### config.mk
export PLATFORM = sky130hd
export DESIGN_NAME = serial_line_assembler
export DESIGN_NICKNAME = d
export VERILOG_FILES = /design/src/sv/sla_pkg.sv /design/src/sv/serial_line_assembler.sv /design/src/sv/sla_ram.sv /design/src/sv/sla_ctrl.sv
export VERILOG_INCLUDE_DIRS = /design/src /design/src/sv
export SDC_FILE = /design/constraint.sdc
export NUM_CORES = 1
export LEC_CHECK = 0
export ABC_CLOCK_PERIOD_IN_PS = 2800
export BUFFER_PORTS_ARGS = -buffer_cell sky130_fd_sc_hd__buf_2
export CAP_MARGIN = 20
export CORE_MARGIN = 2
export CORE_UTILIZATION = 55
export CTS_BUF_LIST = sky130_fd_sc_hd__clkbuf_8
export DETAILED_ROUTE_END_ITERATION = 10
export GPL_TIMING_DRIVEN = 0
export PLACE_DENSITY = 0.84
export SLEW_MARGIN = 10
export SYNTH_ARGS = -nofsm -noshare
export SYNTH_HDL_FRONTEND = slang
export SYNTH_SLANG_ARGS = --single-unit
export TNS_END_PERCENT = 5
### constraint.sdc
create_clock -name clk -period 2.8 [get_ports clk]
set_clock_uncertainty 0.05 [all_clocks]
set_input_delay 0.14 -clock clk [delete_from_list [all_inputs] [get_ports clk]]
set_output_delay 0.14 -clock clk [all_outputs]
set_load 0.01 [all_outputs]
### src/sv/assert_macros.svh
// Assertion helpers used by the RTL
`ifndef ASSERT_MACROS_SVH
`define ASSERT_MACROS_SVH

`ifndef ASSERT_OFF

`define ASSERT_IMPLIES(label, clk, rst, ante, cons) \
  label: assert property (@(posedge clk) disable iff (rst) (ante) |-> (cons)) \
    else $error("assertion failed");

`define ASSERT_NEXT(label, clk, rst, ante, cons) \
  label: assert property (@(posedge clk) disable iff (rst) (ante) |=> (cons)) \
    else $error("assertion failed");

`else

`define ASSERT_IMPLIES(label, clk, rst, ante, cons)

`define ASSERT_NEXT(label, clk, rst, ante, cons)

`endif

`endif

### src/sv/sla_pkg.sv
package sla_pkg;

  localparam int LINE_STORE_DEPTH = 64;
  localparam int ADDR_W = $clog2(LINE_STORE_DEPTH);
  localparam int CAP_W = 7;
  localparam logic [CAP_W-1:0] CAP_RESET = 7'd64;

  localparam logic [7:0] CHR_CR = 8'd13;
  localparam logic [7:0] CHR_LF = 8'd10;

  localparam logic [1:0] KIND_CHAR     = 2'd0;
  localparam logic [1:0] KIND_EOL      = 2'd1;
  localparam logic [1:0] KIND_OVERFLOW = 2'd2;

  typedef struct packed {
    logic              we;
    logic [ADDR_W-1:0] waddr;
    logic [7:0]        wdata;
    logic              re;
    logic [ADDR_W-1:0] raddr;
  } ram_req_t;

endpackage

### src/sv/serial_line_assembler.sv
// Collects received bytes into a line store and hands a line out when a CR or
// LF ends it: the stored characters, cut to cfg capacity minus one, then an
// end-of-line word with last set. A non-terminator byte arriving with 63 bytes held
// gives one overflow word and empties the line. An ordinary byte is taken whenever
// the block is idle. A terminator with characters to send holds the input stalled
// while the line is dumped, one result per cycle while out_stall stays low; the
// single read port of the line store paces the dump. Results sit in an output
// register, so a new byte is taken while the last result still waits there.
`include "assert_macros.svh"

module serial_line_assembler (
  input  logic                      clk,
  input  logic                      rst,
  input  logic                      cfg_wr_en,
  input  logic [sla_pkg::CAP_W-1:0] cfg_wr_data,
  input  logic                      in_valid,
  output logic                      in_stall,
  input  logic [7:0]                rx_byte,
  output logic                      out_valid,
  input  logic                      out_stall,
  output logic [1:0]                result_kind,
  output logic [7:0]                line_char,
  output logic                      last
);
  import sla_pkg::*;

  logic [CAP_W-1:0] line_capacity;
  ram_req_t         ram_req;
  logic [7:0]       rd_data;

  always_ff @(posedge clk) begin
    if (rst) begin
      line_capacity <= CAP_RESET;
    end else if (cfg_wr_en) begin
      line_capacity <= cfg_wr_data;
    end
  end

  sla_ram u_ram (
    .clk     (clk),
    .req     (ram_req),
    .rd_data (rd_data)
  );

  sla_ctrl u_ctrl (
    .clk         (clk),
    .rst         (rst),
    .cap         (line_capacity),
    .in_valid    (in_valid),
    .in_stall    (in_stall),
    .rx_byte     (rx_byte),
    .out_valid   (out_valid),
    .out_stall   (out_stall),
    .result_kind (result_kind),
    .line_char   (line_char),
    .last        (last),
    .ram_req     (ram_req),
    .rd_data     (rd_data)
  );

  `ASSERT_IMPLIES(a_marker_is_last, clk, rst, out_valid && (result_kind != KIND_CHAR), last)
  `ASSERT_IMPLIES(a_char_not_last, clk, rst, out_valid && (result_kind == KIND_CHAR), !last)
  `ASSERT_IMPLIES(a_marker_no_char, clk, rst, out_valid && (result_kind != KIND_CHAR), line_char == 8'd0)
  `ASSERT_IMPLIES(a_no_store_rw, clk, rst, ram_req.we, !ram_req.re)

endmodule

### src/sv/sla_ram.sv
module sla_ram (
  input  logic             clk,
  input  sla_pkg::ram_req_t req,
  output logic [7:0]       rd_data
);
  import sla_pkg::*;

  logic [7:0] mem [LINE_STORE_DEPTH];

  always_ff @(posedge clk) begin
    if (req.we) begin
      mem[req.waddr] <= req.wdata;
    end
    if (req.re) begin
      rd_data <= mem[req.raddr];
    end
  end

endmodule

### src/sv/sla_ctrl.sv
module sla_ctrl (
  input  logic                      clk,
  input  logic                      rst,
  input  logic [sla_pkg::CAP_W-1:0] cap,
  input  logic                      in_valid,
  output logic                      in_stall,
  input  logic [7:0]                rx_byte,
  output logic                      out_valid,
  input  logic                      out_stall,
  output logic [1:0]                result_kind,
  output logic [7:0]                line_char,
  output logic                      last,
  output sla_pkg::ram_req_t         ram_req,
  input  logic [7:0]                rd_data
);
  import sla_pkg::*;

  localparam logic [1:0] ST_IDLE = 2'd0;
  localparam logic [1:0] ST_DUMP = 2'd1;
  localparam logic [1:0] ST_OVF  = 2'd2;

  localparam logic [ADDR_W-1:0] FILL_MAX = ADDR_W'(LINE_STORE_DEPTH - 1);

  logic [1:0]        state, state_next;
  logic [ADDR_W-1:0] fill, fill_next;
  logic [ADDR_W-1:0] idx, idx_next;
  logic [ADDR_W-1:0] len, len_next;
  logic              data_ok, data_ok_next;

  logic              out_valid_next;
  logic [1:0]        result_kind_next;
  logic [7:0]        line_char_next;
  logic              last_next;

  logic              out_free;
  logic              in_acc;
  logic              is_term;
  logic [CAP_W-1:0]  limit;
  logic [ADDR_W-1:0] len_calc;
  logic              do_read;

  always_comb begin
    out_free = !out_valid || !out_stall;
    in_stall = (state != ST_IDLE);
    in_acc   = in_valid && !in_stall;
    is_term  = (rx_byte == CHR_CR) || (rx_byte == CHR_LF);
    limit    = (cap == '0) ? '0 : cap - CAP_W'(1);
    len_calc = (CAP_W'(fill) < limit) ? fill : limit[ADDR_W-1:0];
    do_read  = (state == ST_DUMP) && (idx != len) && (!data_ok || out_free);

    ram_req.we    = in_acc && !is_term && (fill != FILL_MAX);
    ram_req.waddr = fill;
    ram_req.wdata = rx_byte;
    ram_req.re    = do_read;
    ram_req.raddr = idx;

    state_next       = state;
    fill_next        = fill;
    idx_next         = idx;
    len_next         = len;
    data_ok_next     = data_ok;
    out_valid_next   = out_valid && out_stall;
    result_kind_next = result_kind;
    line_char_next   = line_char;
    last_next        = last;

    unique case (state)
      ST_IDLE: begin
        if (in_acc) begin
          if (is_term) begin
            if (fill != '0) begin
              fill_next    = '0;
              idx_next     = '0;
              len_next     = len_calc;
              data_ok_next = 1'b0;
              state_next   = ST_DUMP;
            end
          end else if (fill != FILL_MAX) begin
            fill_next = fill + ADDR_W'(1);
          end else begin
            fill_next  = '0;
            state_next = ST_OVF;
          end
        end
      end
      ST_DUMP: begin
        if (data_ok && out_free) begin
          out_valid_next   = 1'b1;
          result_kind_next = KIND_CHAR;
          line_char_next   = rd_data;
          last_next        = 1'b0;
        end else if (!data_ok && (idx == len) && out_free) begin
          out_valid_next   = 1'b1;
          result_kind_next = KIND_EOL;
          line_char_next   = '0;
          last_next        = 1'b1;
          state_next       = ST_IDLE;
        end
        if (do_read) begin
          idx_next     = idx + ADDR_W'(1);
          data_ok_next = 1'b1;
        end else if (data_ok && out_free) begin
          data_ok_next = 1'b0;
        end
      end
      ST_OVF: begin
        if (out_free) begin
          out_valid_next   = 1'b1;
          result_kind_next = KIND_OVERFLOW;
          line_char_next   = '0;
          last_next        = 1'b1;
          state_next       = ST_IDLE;
        end
      end
      default: begin
        state_next = ST_IDLE;
      end
    endcase
  end

  always_ff @(posedge clk) begin
    if (rst) begin
      state     <= ST_IDLE;
      fill      <= '0;
      data_ok   <= 1'b0;
      out_valid <= 1'b0;
    end else begin
      state     <= state_next;
      fill      <= fill_next;
      data_ok   <= data_ok_next;
      out_valid <= out_valid_next;
    end
    idx         <= idx_next;
    len         <= len_next;
    result_kind <= result_kind_next;
    line_char   <= line_char_next;
    last        <= last_next;
  end

endmodule

==> flow_summary.toml, run 1 <==
[pwr]
p_leak_nw = 8.03
power_mw = 16.1
pwr-share-comb_pct = 3.0
power_density_nw_per_um2 = 625
swShare_pct = 21.8
internal_power_mw = 12.6
pwr-share-clk_pct = 39.7
seq_power_share_pct = 57.3
switching_power_mw = 3.50
peakVddDrop_uv = 315

[clocking]
htreeDepth = 3
cts-root-buf = "clkbuf_8"
cts.path.max_buffers = 3
cts_tree = "done"
clock_latency_ns = 0.63
cts_sinks = 560
clk_pin_slew_worst_paths_ns = 0.07
numCtsBuffers = 84

[critical_path]
cp_common_cell = "buf_2"
worstPathArrival_ns = 3.23
crit_family = "multiplexers"
criticalPathCategory = "flip-flop to flip-flop"
critPathLaunchType = "flip-flop"
crit_fanout = 10
critical_path_buf_inv_count = 2
crit_required_ns = 3.12
endpoint_kind = "flip-flop"
slowest_stage = "edfxtp_1"
cp_cell_sequence = "buf_2 > buf_2 > mux4_2 > mux2i_1 > o21ai_1 > a32o_1"
critPathMaxStageDelay_ns = 0.49

[floorplanning]
die_area_um2 = 42500
start_util_pct = 55.4
dieHeight_um = 206
fp.dieW_um = 206
top_level_ports = 33
core_area_um2 = 40600
rows = 74

[sta]
rsz0062_at_grt = "true"
fin_crit_sh_pct = 104
clock.fmax_mhz = 345
min_period_ns = 2.90
layout_setup_ws_ns = -0.101
slew-limit-headroom_pct = 37.0
hold_violations = 0
final-setup-viol-count = 26
worst-slew-pin-transition_ns = 0.943
final_max_slew_viol_count = 0
finalSetupTns_ns = -0.368

[cells_and_area]
fillers = 2545
syn_to_final_growth_pct = 14.7
drive_above_1_share_pct = 29.4
fin_nets = 1384

[yosys]
yosysTopAreaCellShare_pct = 72.5
ys_seq_elements = 560
async_flop_share_pct = 0
synth_top_area_cell = "edfxtp_1"
syn-mean-instance-area_um2 = 18.6
ys_top_cells_by_area = "edfxtp_1 73%, mux4_2 9.9%, mux2i_1 3.2%, nor2_1 1.6%, dfxtp_1 1.5%"
postSynthNetCount = 1239
ys_seq_area_share_pct = 74.1
synth_flop_cell = "edfxtp_1"
synth_cell_types = 61
synth_warnings = 0
synth_enable_flop_cells = 543
syn_inst = 1207
synth.cell_area_um2 = 22500

[grt]
antenna_found_initial = 3
grt_pass1_vias = 13100
grt-ovfl-total = 0
grt.total_usage_pct = 28.8
grt_max_degree = 67
grt_first_pass_wirelength_um = 86100

[routing]
wl_per_cell_um = 30.9
drtAntennaViolNets = 0
drt_iter0_drc = 2360
routed_wirelength_um = 60100
drc = 0
vias = 13200
vias_per_cell = 6.77
first_pass_iters = 6

[status]
status = "complete, but fails checks"
violations = "setup timing"

[place]
dp_hpwl_um = 37000
routabilityCongestion = 0.938
io_buffers = 30

[worst_hold_path]
worstHoldPathType = "primary input to flip-flop"

[run]
cap_violations = 0
==> layout by cell type (no fill, tap or decap), drive strengths merged, types with 21 or more instances in the layout <==
| master | count |
|---|---|
| mux2i | 72 |
| inv | 31 |
| clkbuf | 108 |
| nand3 | 21 |
| clkinv | 35 |
| nand2 | 40 |
| edfxtp | 543 |
| o21ai | 29 |
| dlygate4sd3 | 21 |
| mux4 | 101 |
| nor2 | 95 |
| buf | 80 |
==> kinds of logic (layout without fill, tap and decap cells) <==
| logic type | after synthesis | after routing | synth area share, % |
|---|---|---|---|
| AO/OA/AOI/OAI | 139 | 139 | 4.28 |
| XOR/XNOR | 18 | 18 | 0.701 |
| adder cells (fa/ha/maj) | 12 | 12 | 0.668 |
| buffers and inverters | 76 | 282 | 1.84 |
| flip-flops | 560 | 560 | 74.1 |
| multiplexers | 184 | 184 | 13.9 |
| other | 0 | 2 | 0 |
| AND/OR/NAND/NOR | 218 | 218 | 4.55 |
==> metrics by stage <==
| step | hold slack [ns] | cells | setup WS (ns) | util, % | area [um2] |
|---|---|---|---|---|---|
| finish | 0.0226 | 1947 | -0.101 | 63.6 | 25800 |
| global route | 0.0391 | 1945 | -0.107 | 63.6 | 25800 |
| CTS | 0.0340 | 1937 | -0.0440 | 63.1 | 25600 |
| detailed placement | 0.303 | 1771 | -1.47 | 57.6 | 23400 |
| global placement | 0.293 | 1769 | -1.27 | 57.5 | 23300 |
| floorplan | 0.189 | 1207 | 0.000641 | - | 22500 |
==> cells in the mapped netlist (3+ instances only) <==
cell type	number
a221oi_1	5
nand3_1	21
buf_2	24
and3_1	4
edfxtp_1	543
mux2_2	11
o21ai_1	4
inv_1	15
a21oi_1	20
nand2b_1	5
a211oi_1	9
a211o_1	6
nor2b_1	8
nor3_1	9
nand2_1	40
o21ai_0	25
mux4_2	99
dfxtp_1	17
xor2_1	4
o22ai_1	15
a21o_1	3
clkbuf_1	15
and2_1	16
mux2i_1	72
nand4_1	4
or3_1	3
buf_6	6
xnor2_1	14
a31oi_1	8
a22oi_1	13
nor3b_1	3
o221ai_1	8
or2_2	3
nor2_1	95
buf_4	14
ha_1	12
==> path summary, 6_finish.rpt <==
| kind | end | cells past startpoint | slack (ns) | from |
|---|---|---|---|---|
| hold / removal | u_ram.mem[60][4]$_DFFE_PP_ | 1 | 0.02 | rx_byte[4] |
| setup reg to reg | u_ram.rd_data[3]$_DFFE_PP_ | 6 | -0.10 | u_ctrl.idx[2]$_SDFFCE_PN0P_ |
| hold reg to reg | u_ctrl.state[0]$_SDFFE_PP0P_ | 2 | 0.48 | u_ctrl.state[0]$_SDFFE_PP0P_ |
| setup / recovery | u_ram.rd_data[3]$_DFFE_PP_ | 6 | -0.10 | u_ctrl.idx[2]$_SDFFCE_PN0P_ |
==> layer usage <==
metal	track usage (%)	vias up	wire (um)
met4	16.1	2	3890
met1	37.2	6480	20100
li1	-	5186	-
met3	8.37	286	8410
met2	44.3	1236	27700
met5	0	-	10
==> flip-flops by register name, indices dropped and copies added (netlist names) <==
register,cells
u_ctrl.fill,6
u_ctrl.line_char,8
u_ctrl.data_ok,1
line_capacity,7
u_ctrl.idx,6
u_ram.mem,512
u_ctrl.last,1
u_ctrl.len,6
u_ctrl.result_kind,2
u_ctrl.state,2
u_ram.rd_data,8
u_ctrl.out_valid,1
==> layout make-up <==
type	count	area [um2]	area share, %
clock buffers	89	1220	4.75
well taps	532	666	2.58
repair buffers	60	485	1.88
clock inverters	58	360	1.40
flip-flops and latches	560	16700	64.6
multi-input cells	571	5950	23.1
diodes	2	5.00	0.0194
inverters	15	56.3	0.218
plain buffers	60	385	1.49
==> power groups by stage <==
stage / combinational, mW / clock (mW) / sequential (mW)
finish: 0.479 / 6.40 / 9.23
global route: 0.501 / 6.74 / 9.23
CTS: 0.419 / 6.38 / 9.23
detailed placement: 0.364 / 0 / 9.41
global placement: 0.335 / 0 / 9.41
floorplan: 0.155 / 0 / 9.40
==> timing repair <==
item / CTS / global route
gates resized for setup: 140 / 32
hold buffers: 19 / 2
endpoints found under the setup margin: 524 / 233
buffers inserted: 0 / 6
pin swaps: 2 / 4
hold endpoints to repair: 25 / 16
Note: power is estimated with default switching activity, not from simulation.
==> run 2: changes to the inputs <==
--- a/config.mk
+++ b/config.mk
@@ -11,7 +11,6 @@
 export CAP_MARGIN = 20
 export CORE_MARGIN = 2
 export CORE_UTILIZATION = 55
-export CTS_BUF_LIST = sky130_fd_sc_hd__clkbuf_8
 export DETAILED_ROUTE_END_ITERATION = 10
 export GPL_TIMING_DRIVEN = 0
 export PLACE_DENSITY = 0.84
==> flow_summary.toml, run 2 (same netlist as run 1, synthesis figures left out) <==
[cells_and_area]
final_cells = 1880
syn_to_final_growth_pct = 14.9
multi_input_area_um2 = 5900
top_regs = "u_ram.mem x512, u_ctrl.line_char x8, u_ram.rd_data x8"
fillers = 2526
regArea_um2 = 16700
final_common_cell = "edfxtp_1"
layout_common_cells = "543 x edfxtp_1, 99 x mux4_2, 67 x mux2i_1"
largest_reg_flops = 512
fin_util_pct = 63.7
fin_nets = 1342
drive_above_1_share_pct = 27.8
largest_register = "u_ram.mem"

[critical_path]
critPathLaunchType = "flip-flop"
r2r_slack_ns = -0.11
crit_fanout = 9
endpoint_kind = "flip-flop"
cp_cell_sequence = "buf_2 > nand3_2 > nor2_1 > nor4_4 > nand2_2 > nor2_2"
r2r_start = "u_ctrl.fill[5]$_SDFFE_PP0P_"
crit_start = "u_ctrl.fill[5]$_SDFFE_PP0P_"
slowest_stage = "nor2_2"
worstPathArrival_ns = 3.07
criticalPathCategory = "flip-flop to flip-flop"
critPathMaxStageDelay_ns = 0.61
crit_required_ns = 2.96

[place]
dp_slack_ns = -1.47
dp_hpwl_um = 37000
placed_cells_incl_taps = 1771
routabilityCongestion = 0.938
io_buffers = 30

[sta]
fin_crit_sh_pct = 104
final_max_slew_viol_count = 0
layout_setup_ws_ns = -0.111
min_period_ns = 2.91
clock.fmax_mhz = 344
slew-limit-headroom_pct = 37.0
worst-slew-pin-transition_ns = 0.942
hold_violations = 0
rsz0062_at_grt = "true"
timing.hold.ws_ns = 0.0360
final-setup-viol-count = 135

[routing]
routed_wirelength_um = 61000
dr_wl_met2_um = 28700
top_layer_used = "met5"
first_pass_iters = 6
dr_wl_met3_um = 8380
wl_per_cell_um = 32.4
drt-met1-wl_um = 19900
drt_iter0_drc = 2220
vias = 13000
vias_per_cell = 6.94
drc = 0
drtAntennaViolNets = 0

[clocking]
clock_latency_ns = 0.57
numCtsBuffers = 52
cts_sinks = 560
cts-root-buf = "clkbuf_16"
clk_pin_slew_worst_paths_ns = 0.06
cts.path.max_buffers = 3
htreeDepth = 2
cts_tree = "done"

[floorplanning]
core_area_um2 = 40600
top_level_ports = 33
die_area_um2 = 42500
dieHeight_um = 206
rows = 74
start_util_pct = 55.4
fp.dieW_um = 206

[pwr]
power_mw = 17.1
p_leak_nw = 7.96
peakVddDrop_uv = 608
power_density_nw_per_um2 = 662

[status]
violations = "setup timing"
status = "complete, but fails checks"

[grt]
grt.total_usage_pct = 29.2
antenna_found_initial = 2
grt_pass1_vias = 12900
grt_first_pass_wirelength_um = 87000
grt-ovfl-total = 0
grt_max_degree = 67

[worst_hold_path]
worstHoldPathType = "primary input to flip-flop"
hp-start = "cfg_wr_en"

[run]
cap_violations = 0
[run 2: area by class of cell]
class,count,share of cell area [%]
multi-input combinational,571,22.8
buffer,60,1.54
clock buffer,59,5.22
tap,532,2.58
timing repair buffer,50,1.47
inverter,15,0.218
clock inverter,32,1.58
antenna,1,0.00969
sequential,560,64.5
[run 2: stage by stage]
stage | area, um2 | setup TNS (ns)
after global placement | 23300 | -555.27
after floorplan | 22500 | 0
final | 25800 | -7.03
after CTS | 25600 | -1.07
after global routing | 25800 | -24.99
after detailed placement | 23400 | -622.66
[run 2: worst paths after layout]
| path | end | cells past startpoint |
|---|---|---|
| max reg2reg | u_ram.mem[13][7]$_DFFE_PP_ | 6 |
| min | line_capacity[1]$_SDFFE_PP0P_ | 3 |
| max | u_ram.mem[13][7]$_DFFE_PP_ | 6 |
| min reg2reg | line_capacity[1]$_SDFFE_PP0P_ | 2 |
[run 2: report_power, final]
group | internal (mW) | total [mW] | leakage, nW | switching [mW]
Sequential | 9.21 | 9.23 | 5.03 | 0.0201
Combinational | 0.137 | 0.457 | 2.08 | 0.320
Clock | 4.36 | 7.39 | 0.846 | 3.03
Total | 13.7 | 17.1 | 7.96 | 3.37
[run 2: per-layer routing]
metal,up-vias,global-route usage [%]
met5,-,0
met3,286,8.61
met4,2,16.8
li1,5066,-
met1,6496,37.1
met2,1199,45.4
[run 2: what timing repair did]
action / 4_1_cts / 5_1_grt
hold buffers: 12 / 0
gates resized for setup: 111 / 53
buffers inserted: 0 / 6
pin swaps: 0 / 6
setup endpoints to repair: 524 / 328
endpoints found under the hold margin: 23 / 0
[run 2: worst max-delay path, delay by kind of cell, from the launching register on]
| kind | cells | cell delay (ns) |
|---|---|---|
| flops | 1 | 0.32 |
| buf+inv | 1 | 0.17 |
| simple gates | 5 | 1.99 |
